## src/flvab_pkg.sv

```systemverilog
// flvab_pkg: shared types and constants for the flv video tag to annex b converter
// no dependencies; imported by the parser and the top level
`timescale 1ns / 1ps

package flvab_pkg;

	// parser phases
	typedef enum logic [2:0] {
		PH_IDLE     = 3'd0,
		PH_KIND     = 3'd1,
		PH_NALU_HDR = 3'd2,
		PH_SPS_HDR  = 3'd3,
		PH_DATA     = 3'd4,
		PH_PPS_HDR  = 3'd5,
		PH_SKIP     = 3'd6
	} flvab_phase_t;

	// unit kinds as seen on the output
	localparam logic [1:0] KIND_SPS   = 2'd0;
	localparam logic [1:0] KIND_PPS   = 2'd1;
	localparam logic [1:0] KIND_KEY   = 2'd2;
	localparam logic [1:0] KIND_INTER = 2'd3;

	// tag type bytes
	localparam logic [7:0] TAG_KEY_FRAME   = 8'h17;
	localparam logic [7:0] TAG_INTER_FRAME = 8'h27;
	localparam logic [7:0] PKT_SEQ_HEADER  = 8'h00;
	localparam logic [7:0] PKT_NALU        = 8'h01;

	// header byte positions
	localparam logic [3:0] NALU_LEN_FIRST = 4'd5;
	localparam logic [3:0] NALU_HDR_LAST  = 4'd8;
	localparam logic [3:0] SPS_LEN_FIRST  = 4'd11;
	localparam logic [3:0] SEQ_HDR_LAST   = 4'd12;
	localparam logic [3:0] PPS_LEN_FIRST  = 4'd1;
	localparam logic [3:0] PPS_HDR_LAST   = 4'd2;

	// start code bytes
	localparam logic [7:0] SC_ZERO = 8'h00;
	localparam logic [7:0] SC_ONE  = 8'h01;
	localparam logic [2:0] SC_LEN  = 3'd4;

	// what one accepted byte produces
	typedef struct packed {
		logic       valid;     // at least one result
		logic       start;     // four start code bytes rather than one payload byte
		logic [7:0] data;      // payload byte
		logic [1:0] kind;
	} flvab_emit_t;

endpackage

```

## src/flvab_tag_if.sv

```systemverilog
// flvab_tag_if: input channel carrying tag body bytes
// depends on nothing
`timescale 1ns / 1ps

interface flvab_tag_if;
	logic       valid;
	logic       ready;
	logic [7:0] in_byte;
	logic       end_of_tag;

	modport source(output valid, output in_byte, output end_of_tag, input ready);
	modport sink(input valid, input in_byte, input end_of_tag, output ready);
endinterface

```

## src/flvab_annexb_if.sv

```systemverilog
// flvab_annexb_if: output channel carrying annex b stream bytes
// depends on nothing
`timescale 1ns / 1ps

interface flvab_annexb_if;
	logic       valid;
	logic       ready;
	logic [7:0] out_byte;
	logic [1:0] unit_kind;
	logic       is_start_code;
	logic       last_of_run;

	modport source(output valid, output out_byte, output unit_kind, output is_start_code,
		output last_of_run, input ready);
	modport sink(input valid, input out_byte, input unit_kind, input is_start_code,
		input last_of_run, output ready);
endinterface

```

## src/flv_video_tag_to_annexb_unit.sv

```systemverilog
// flv_video_tag_to_annexb_unit: top level of the flv avc tag to annex b converter
// depends on flvab_pkg, flvab_tag_if, flvab_annexb_if and flvab_parser
`timescale 1ns / 1ps

// usage
// tag channel: one byte of an flv video tag body per transfer, end_of_tag on the
//   last byte; the parser then goes back to waiting for the next tag
// annexb channel: the annex b stream; each byte tagged with its unit kind, a start
//   code flag and last_of_run on the final byte caused by one input transfer
// output: a result byte is registered and appears in the cycle after the input transfer that causes it
// throughput: one input byte per cycle for header and payload bytes while annexb is
//   ready; a byte that completes a length field yields the four byte start code, so
//   input is held until the final start code byte leaves the output register
// the output register is loaded in the same cycle that its last byte leaves, so a
//   ready receiver gets a steady stream of payload bytes at one per cycle, no bubbles
// ready on the tag side looks at the output register occupancy and annexb ready
// reset: parser back to idle, output register empty, nothing pending
// receiver stall: the output register holds its byte and the tag side stops
//   taking bytes once the register is full; nothing is lost or repeated
// bytes past the declared length and unknown tags are taken and dropped

module flv_video_tag_to_annexb_unit (
	input  logic           clk,
	input  logic           arst_n,
	flvab_tag_if.sink      tag,
	flvab_annexb_if.source annexb
);
	import flvab_pkg::*;

	flvab_emit_t emit;
	logic        in_xfer;
	logic        out_xfer;

	// output register: count of bytes still to send from this run
	logic [2:0]  cnt_q;
	logic        sc_q;
	logic [7:0]  byte_q;
	logic [1:0]  kind_q;

	assign out_xfer  = annexb.valid && annexb.ready;
	// free when empty, or when its last byte leaves this cycle
	assign tag.ready = (cnt_q == 3'd0) || (cnt_q == 3'd1 && annexb.ready);
	assign in_xfer   = tag.valid && tag.ready;

	flvab_parser u_parser (
		.clk        (clk),
		.arst_n     (arst_n),
		.accept     (in_xfer),
		.in_byte    (tag.in_byte),
		.end_of_tag (tag.end_of_tag),
		.emit       (emit)
	);

	always_ff @(posedge clk or negedge arst_n) begin
		if (!arst_n) begin
			cnt_q <= '0;
			sc_q  <= 1'b0;
		end else if (in_xfer) begin
			// a byte with no result leaves the register empty
			if (emit.valid)
				cnt_q <= emit.start ? SC_LEN : 3'd1;
			else
				cnt_q <= '0;
			sc_q <= emit.start;
		end else if (out_xfer) begin
			cnt_q <= cnt_q - 3'd1;
		end
	end

	// payload of the output register
	always_ff @(posedge clk) begin
		if (in_xfer) begin
			byte_q <= emit.data;
			kind_q <= emit.kind;
		end
	end

	assign annexb.valid         = (cnt_q != 3'd0);
	assign annexb.is_start_code = sc_q;
	assign annexb.last_of_run   = (cnt_q == 3'd1);
	assign annexb.unit_kind     = kind_q;
	// start code runs 00 00 00 01, the last byte being the one
	assign annexb.out_byte      = sc_q ? ((cnt_q == 3'd1) ? SC_ONE : SC_ZERO) : byte_q;

endmodule

```

## src/flvab_parser.sv

```systemverilog
// flvab_parser: tag header parser state and per byte result decision
// depends on flvab_pkg
`timescale 1ns / 1ps

module flvab_parser (
	input  logic                   clk,
	input  logic                   arst_n,
	input  logic                   accept,
	input  logic [7:0]             in_byte,
	input  logic                   end_of_tag,
	output flvab_pkg::flvab_emit_t emit
);
	import flvab_pkg::*;

	flvab_phase_t phase_q, phase_d;
	logic [3:0]   hpos_q, hpos_d;
	logic [1:0]   kind_q, kind_d;
	logic [7:0]   first_q, first_d;
	logic [31:0]  remain_q, remain_d;

	// next state
	always_comb begin
		logic [31:0] len;
		logic        open_unit;
		len       = remain_q;
		open_unit = 1'b0;
		phase_d   = phase_q;
		hpos_d    = hpos_q;
		kind_d    = kind_q;
		first_d   = first_q;
		remain_d  = remain_q;
		case (phase_q)
			PH_IDLE: begin
				first_d = in_byte;
				hpos_d  = 4'd1;
				phase_d = PH_KIND;
			end
			PH_KIND: begin
				remain_d = '0;
				hpos_d   = 4'd2;
				if (first_q == TAG_KEY_FRAME && in_byte == PKT_SEQ_HEADER) begin
					kind_d  = KIND_SPS;
					phase_d = PH_SPS_HDR;
				end else if (first_q == TAG_KEY_FRAME && in_byte == PKT_NALU) begin
					kind_d  = KIND_KEY;
					phase_d = PH_NALU_HDR;
				end else if (first_q == TAG_INTER_FRAME && in_byte == PKT_NALU) begin
					kind_d  = KIND_INTER;
					phase_d = PH_NALU_HDR;
				end else begin
					phase_d = PH_SKIP;
				end
			end
			PH_NALU_HDR: begin
				if (hpos_q >= NALU_LEN_FIRST)
					len = {remain_q[23:0], in_byte};
				if (hpos_q >= NALU_HDR_LAST)
					open_unit = 1'b1;
				else
					hpos_d = hpos_q + 4'd1;
				remain_d = len;
			end
			PH_SPS_HDR: begin
				if (hpos_q >= SPS_LEN_FIRST)
					len = {16'd0, remain_q[7:0], in_byte};
				if (hpos_q >= SEQ_HDR_LAST)
					open_unit = 1'b1;
				else
					hpos_d = hpos_q + 4'd1;
				remain_d = len;
			end
			PH_PPS_HDR: begin
				if (hpos_q >= PPS_LEN_FIRST)
					len = {16'd0, remain_q[7:0], in_byte};
				if (hpos_q >= PPS_HDR_LAST)
					open_unit = 1'b1;
				else
					hpos_d = hpos_q + 4'd1;
				remain_d = len;
			end
			PH_DATA: begin
				remain_d = remain_q - 32'd1;
				if (remain_d == '0) begin
					if (kind_q == KIND_SPS) begin
						phase_d = PH_PPS_HDR;
						kind_d  = KIND_PPS;
						hpos_d  = '0;
					end else begin
						phase_d = PH_SKIP;
					end
				end
			end
			default: begin
			end
		endcase
		if (open_unit) begin
			if (len != '0) begin
				phase_d = PH_DATA;
			end else if (kind_q == KIND_SPS) begin
				phase_d  = PH_PPS_HDR;
				kind_d   = KIND_PPS;
				hpos_d   = '0;
				remain_d = '0;
			end else begin
				phase_d = PH_SKIP;
			end
		end
		if (end_of_tag) begin
			phase_d  = PH_IDLE;
			hpos_d   = '0;
			remain_d = '0;
		end
	end

	// result of the current byte; start code carries the kind before any switch to pps
	always_comb begin
		emit.valid = 1'b0;
		emit.start = 1'b0;
		emit.data  = in_byte;
		emit.kind  = kind_q;
		case (phase_q)
			PH_NALU_HDR: begin
				emit.start = (hpos_q >= NALU_HDR_LAST);
				emit.valid = emit.start;
			end
			PH_SPS_HDR: begin
				emit.start = (hpos_q >= SEQ_HDR_LAST);
				emit.valid = emit.start;
			end
			PH_PPS_HDR: begin
				emit.start = (hpos_q >= PPS_HDR_LAST);
				emit.valid = emit.start;
			end
			PH_DATA: begin
				emit.valid = 1'b1;
			end
			default: begin
			end
		endcase
	end

	always_ff @(posedge clk or negedge arst_n) begin
		if (!arst_n) begin
			phase_q  <= PH_IDLE;
			hpos_q   <= '0;
			kind_q   <= '0;
			first_q  <= '0;
			remain_q <= '0;
		end else if (accept) begin
			phase_q  <= phase_d;
			hpos_q   <= hpos_d;
			kind_q   <= kind_d;
			first_q  <= first_d;
			remain_q <= remain_d;
		end
	end

endmodule

```

## src/flat_wrapper.sv

```systemverilog
// flat-port wrapper written by rule: the top's interface ports become plain ports
module flv_video_tag_to_annexb_unit_flat import flvab_pkg::*;
  (clk, arst_n, tag_valid, tag_in_byte, tag_end_of_tag, tag_ready, annexb_valid, annexb_out_byte, annexb_unit_kind, annexb_is_start_code, annexb_last_of_run, annexb_ready);
  flvab_tag_if tag_i ();
  flvab_annexb_if annexb_i ();
  input  logic clk;
  input  logic arst_n;
  input wire logic [$bits(tag_i.valid)-1:0] tag_valid;
  input wire logic [$bits(tag_i.in_byte)-1:0] tag_in_byte;
  input wire logic [$bits(tag_i.end_of_tag)-1:0] tag_end_of_tag;
  output wire logic [$bits(tag_i.ready)-1:0] tag_ready;
  output wire logic [$bits(annexb_i.valid)-1:0] annexb_valid;
  output wire logic [$bits(annexb_i.out_byte)-1:0] annexb_out_byte;
  output wire logic [$bits(annexb_i.unit_kind)-1:0] annexb_unit_kind;
  output wire logic [$bits(annexb_i.is_start_code)-1:0] annexb_is_start_code;
  output wire logic [$bits(annexb_i.last_of_run)-1:0] annexb_last_of_run;
  input wire logic [$bits(annexb_i.ready)-1:0] annexb_ready;
  assign tag_i.valid = tag_valid;
  assign tag_i.in_byte = tag_in_byte;
  assign tag_i.end_of_tag = tag_end_of_tag;
  assign tag_ready = tag_i.ready;
  assign annexb_valid = annexb_i.valid;
  assign annexb_out_byte = annexb_i.out_byte;
  assign annexb_unit_kind = annexb_i.unit_kind;
  assign annexb_is_start_code = annexb_i.is_start_code;
  assign annexb_last_of_run = annexb_i.last_of_run;
  assign annexb_i.ready = annexb_ready;
  flv_video_tag_to_annexb_unit u_core (.clk(clk), .arst_n(arst_n), .tag(tag_i), .annexb(annexb_i));
endmodule
```

## config.mk

```make
export PLATFORM = sky130hd
export DESIGN_NAME = flv_video_tag_to_annexb_unit_flat
export DESIGN_NICKNAME = d
export VERILOG_FILES = /design/src/flvab_pkg.sv /design/src/flvab_tag_if.sv /design/src/flvab_annexb_if.sv /design/src/flv_video_tag_to_annexb_unit.sv /design/src/flvab_parser.sv /design/src/flat_wrapper.sv
export SDC_FILE = /design/constraint.sdc
export NUM_CORES = 1
export LEC_CHECK = 0
export BUFFER_PORTS_ARGS = -buffer_cell sky130_fd_sc_hd__buf_2
export CAP_MARGIN = 5
export CORE_UTILIZATION = 65
export DETAILED_ROUTE_END_ITERATION = 16
export PLACE_DENSITY = 0.84
export SLEW_MARGIN = 25
export SYNTH_ARGS = -nofsm -noshare
export SYNTH_HDL_FRONTEND = slang
export SYNTH_SLANG_ARGS = --single-unit
```

## constraint.sdc

```tcl
create_clock -name clk -period 7.05 [get_ports clk]
set_clock_uncertainty 0.05 [all_clocks]
set_input_delay 1.0575 -clock clk [delete_from_list [all_inputs] [get_ports clk]]
set_output_delay 1.0575 -clock clk [all_outputs]
set_load 0.03 [all_outputs]
```

==> impl_metrics.csv <==
group,metric,value,unit
logic_synthesis,ys_seq_area_share,35.2,%
die,boundaryPins,27,
worst_setup_path,required,7.22,ns
route,vias,4874,
worst_setup_path,start_kind,"flip-flop",
route,drc,0,
route,avgRoutedWirePerCell,20.9,um
logic_synthesis,synth_most_common_cell,"nand2_1",
logic_synthesis,yosysWarnings,0,
run_status,status,"completed",
logic_synthesis,synth_xor_area_share,1.70,%
logic_synthesis,async_flop_share,84.1,%
logic_synthesis,synth-simple-area-share,26.5,%
logic_synthesis,avgSynthCellArea,8.04,um2
logic_synthesis,synth_ff_type,"dfrtp_1",
route,totalWireLength,14000,um
logic_synthesis,synth_edf_count,10,
timing,min_period,4.17,ns
logic_synthesis,synth_top_cell_by_area,"dfrtp_1",
cells_and_area,area_delta_synth_final,6.33,%
die,die_area,7460,um2
logic_synthesis,synth_compound_area_share,26.2,%
timing,slew_violations,0,
cells_and_area,n_antenna_cell,0,
clock_network,ctsResizeCount,0,
logic_synthesis,ys_ff_latch,63,
worst_setup_path,arrival,4.34,ns
global_route,gr-total-overflow,0,
logic_synthesis,netlist_instances,575,
route,vias_per_cell,7.30,
route,final_antenna_net_count,0,
placed_design,gp_congestion,0.941,
worst_setup_path,crit_fanout,10,
hold_path,min_path_type,"flip-flop to flip-flop",
logic_synthesis,synthesis.area,4630,um2
logic_synthesis,yosysTopAreaCellShare,28.7,%
die,dieHeight,86.4,um
cells_and_area,fill_cells,551,
global_route,grt_pass1_vias,4522,
placed_design,io_buffers,26,
logic_synthesis,synth.area.mux_share,2.65,%
worst_setup_path,worstSetupPathType,"flip-flop to flip-flop",
clock_network,cts_tree,"done",
die,rows,30,
logic_synthesis,synth_cell_types,68,
route,drt_iter0_markers,655,
logic_synthesis,synthTopCellsByArea,"dfrtp_1 29%, edfxtp_1 6.5%, a21oi_1 5.0%",
global_route,antenna_found_initial,0,
clock_network,cts_hold_buf,0,
logic_synthesis,synth_fa_ha_area_share,2.38,%
route,firstDrtPassIters,7,
global_route,grt_max_degree,54,
timing,max_freq,240,MHz
timing,hold_viol,0,
timing,rsz0062_at_grt,"no",
placed_design,dpl.hpwl,9360,um
clock_network,post_cts_buffers,0,
worst_setup_path,crit_path_end_kind,"flip-flop",
clock_network,clk_path_buf_depth,2,
cells_and_area,nets,588,
cells_and_area,drive_above_1_share,12.1,%
clock_network,htree_levels,3,
timing,timing.final.crit_share,59.2,%
die,die_w,86.4,um
clock_network,cts_made_buffers,9,
clock_network,path_clk_slew,0.09,ns
logic_synthesis,synth_top_family_by_area,"simple AND/OR/NAND/NOR gates",
global_route,track_usage,39.0,%
die,start_util,67.7,%
global_route,grt_pass1_wl,22400,um
timing,worst_pin_slew,0.953,ns
logic_synthesis,synth_nets,596,
timing,relSlewSlack,35.8,%
timing,setup_violations,0,
flow_run,maxCapViolations,0,
timing,setup_tns,0,ns
clock_network,clk_latency,0.37,ns
clock_network,cts_sinks,63,
clock_network,cts-root-buf,"clkbuf_8",
logic_synthesis,synthTopCellsByCount,"60 x nand2_1, 53 x dfrtp_1, 48 x nor2_1, 46 x a21oi_1, 45 x clkbuf_1",
die,core_area,6830,um2
-- routing by layer --
layer,GRT usage [%],share of wire [%]
met4,18.9,3.6
met5,0,0
met3,7.05,10
met1,52.1,39
met2,61.5,47
-- area by class of cell --
| class | instances | area (um2) | area share [%] |
|---|---|---|---|
| Multi-Input combinational cell | 448 | 2760 | 56.1 |
| Sequential cell | 63 | 1630 | 33.1 |
| Timing Repair Buffer | 32 | 175 | 3.56 |
| Clock buffer | 10 | 138 | 2.80 |
| Tap cell | 96 | 120 | 2.44 |
| Clock inverter | 6 | 52.6 | 1.07 |
| Inverter | 13 | 48.8 | 0.992 |
-- worst max-delay path: stages (launching register included) --
cell	delay [ns]
dfrtp_1	0.50
inv_1	0.13
ha_1	0.25
nor3b_1	0.77
nand3_1	0.46
o21ai_0	0.37
nand4_1	0.14
or4_4	0.53
o41a_1	0.45
a31oi_2	0.25
o22ai_1	0.11
-- placed cells by master, fill, tap and decap left out, types with 12 or more instances in the layout --
master / Yosys / routed
nor2_1: 48 / 47
buf_2: 3 / 26
nor3_1: 24 / 24
o31ai_1: 18 / 18
o21ai_0: 35 / 35
nor4_1: 19 / 19
dfrtp_1: 53 / 53
nand3_1: 13 / 13
inv_1: 12 / 12
a21oi_1: 46 / 46
nor2b_1: 12 / 12
nand4_1: 13 / 13
nand2_1: 60 / 60
-- state kept, by name, indices dropped and copies added (netlist names) --
signal	cells
u_core.u_parser.remain_q	32
u_core.byte_q	8
u_core.u_parser.first_q	8
u_core.u_parser.hpos_q	4
u_core.cnt_q	3
u_core.u_parser.phase_q	3
u_core.annexb.unit_kind	2
u_core.u_parser.kind_q	2
u_core.annexb.is_start_code	1
-- final timing paths --
kind,cells past startpoint,startpoint,slack (ns),endpoint
max in group asynchronous,2,arst_n,5.69,u_core.u_parser.remain_q[18]
setup reg to reg,10,u_core.u_parser.remain_q[0],2.88,u_core.u_parser.hpos_q[1]
hold / removal,1,u_core.u_parser.first_q[3],0.47,u_core.u_parser.first_q[3]
hold reg to reg,1,u_core.u_parser.first_q[3],0.47,u_core.u_parser.first_q[3]
setup / recovery,10,u_core.u_parser.remain_q[0],2.88,u_core.u_parser.hpos_q[1]
min in group asynchronous,2,arst_n,0.77,u_core.annexb.is_start_code
-- through the flow --
step | area (um2) | utilization [%] | hold slack [ns] | std cells | setup WS [ns]
final | 4920 | 72.0 | 0.465 | 668 | 2.88
after CTS | 4910 | 71.8 | 0.465 | 668 | 3.05
after detailed placement | 4720 | 69.1 | 0.445 | 652 | 2.78
after global routing | 4920 | 72.0 | 0.483 | 668 | 2.77
after floorplan | 4630 | - | 0.399 | 575 | 3.50
after global placement | 4720 | 69.1 | 0.415 | 652 | 2.87
-- logic make-up after synthesis --
kind of cell    Yosys count
flops                    63
simple gates            236
xor+xnor                  9
fa+ha+maj                 9
compound gates          183
buf+inv                  64
mux                      11
Power is not shown: default switching activity piles up to over one toggle a cycle in this logic, so the estimate is an artifact.
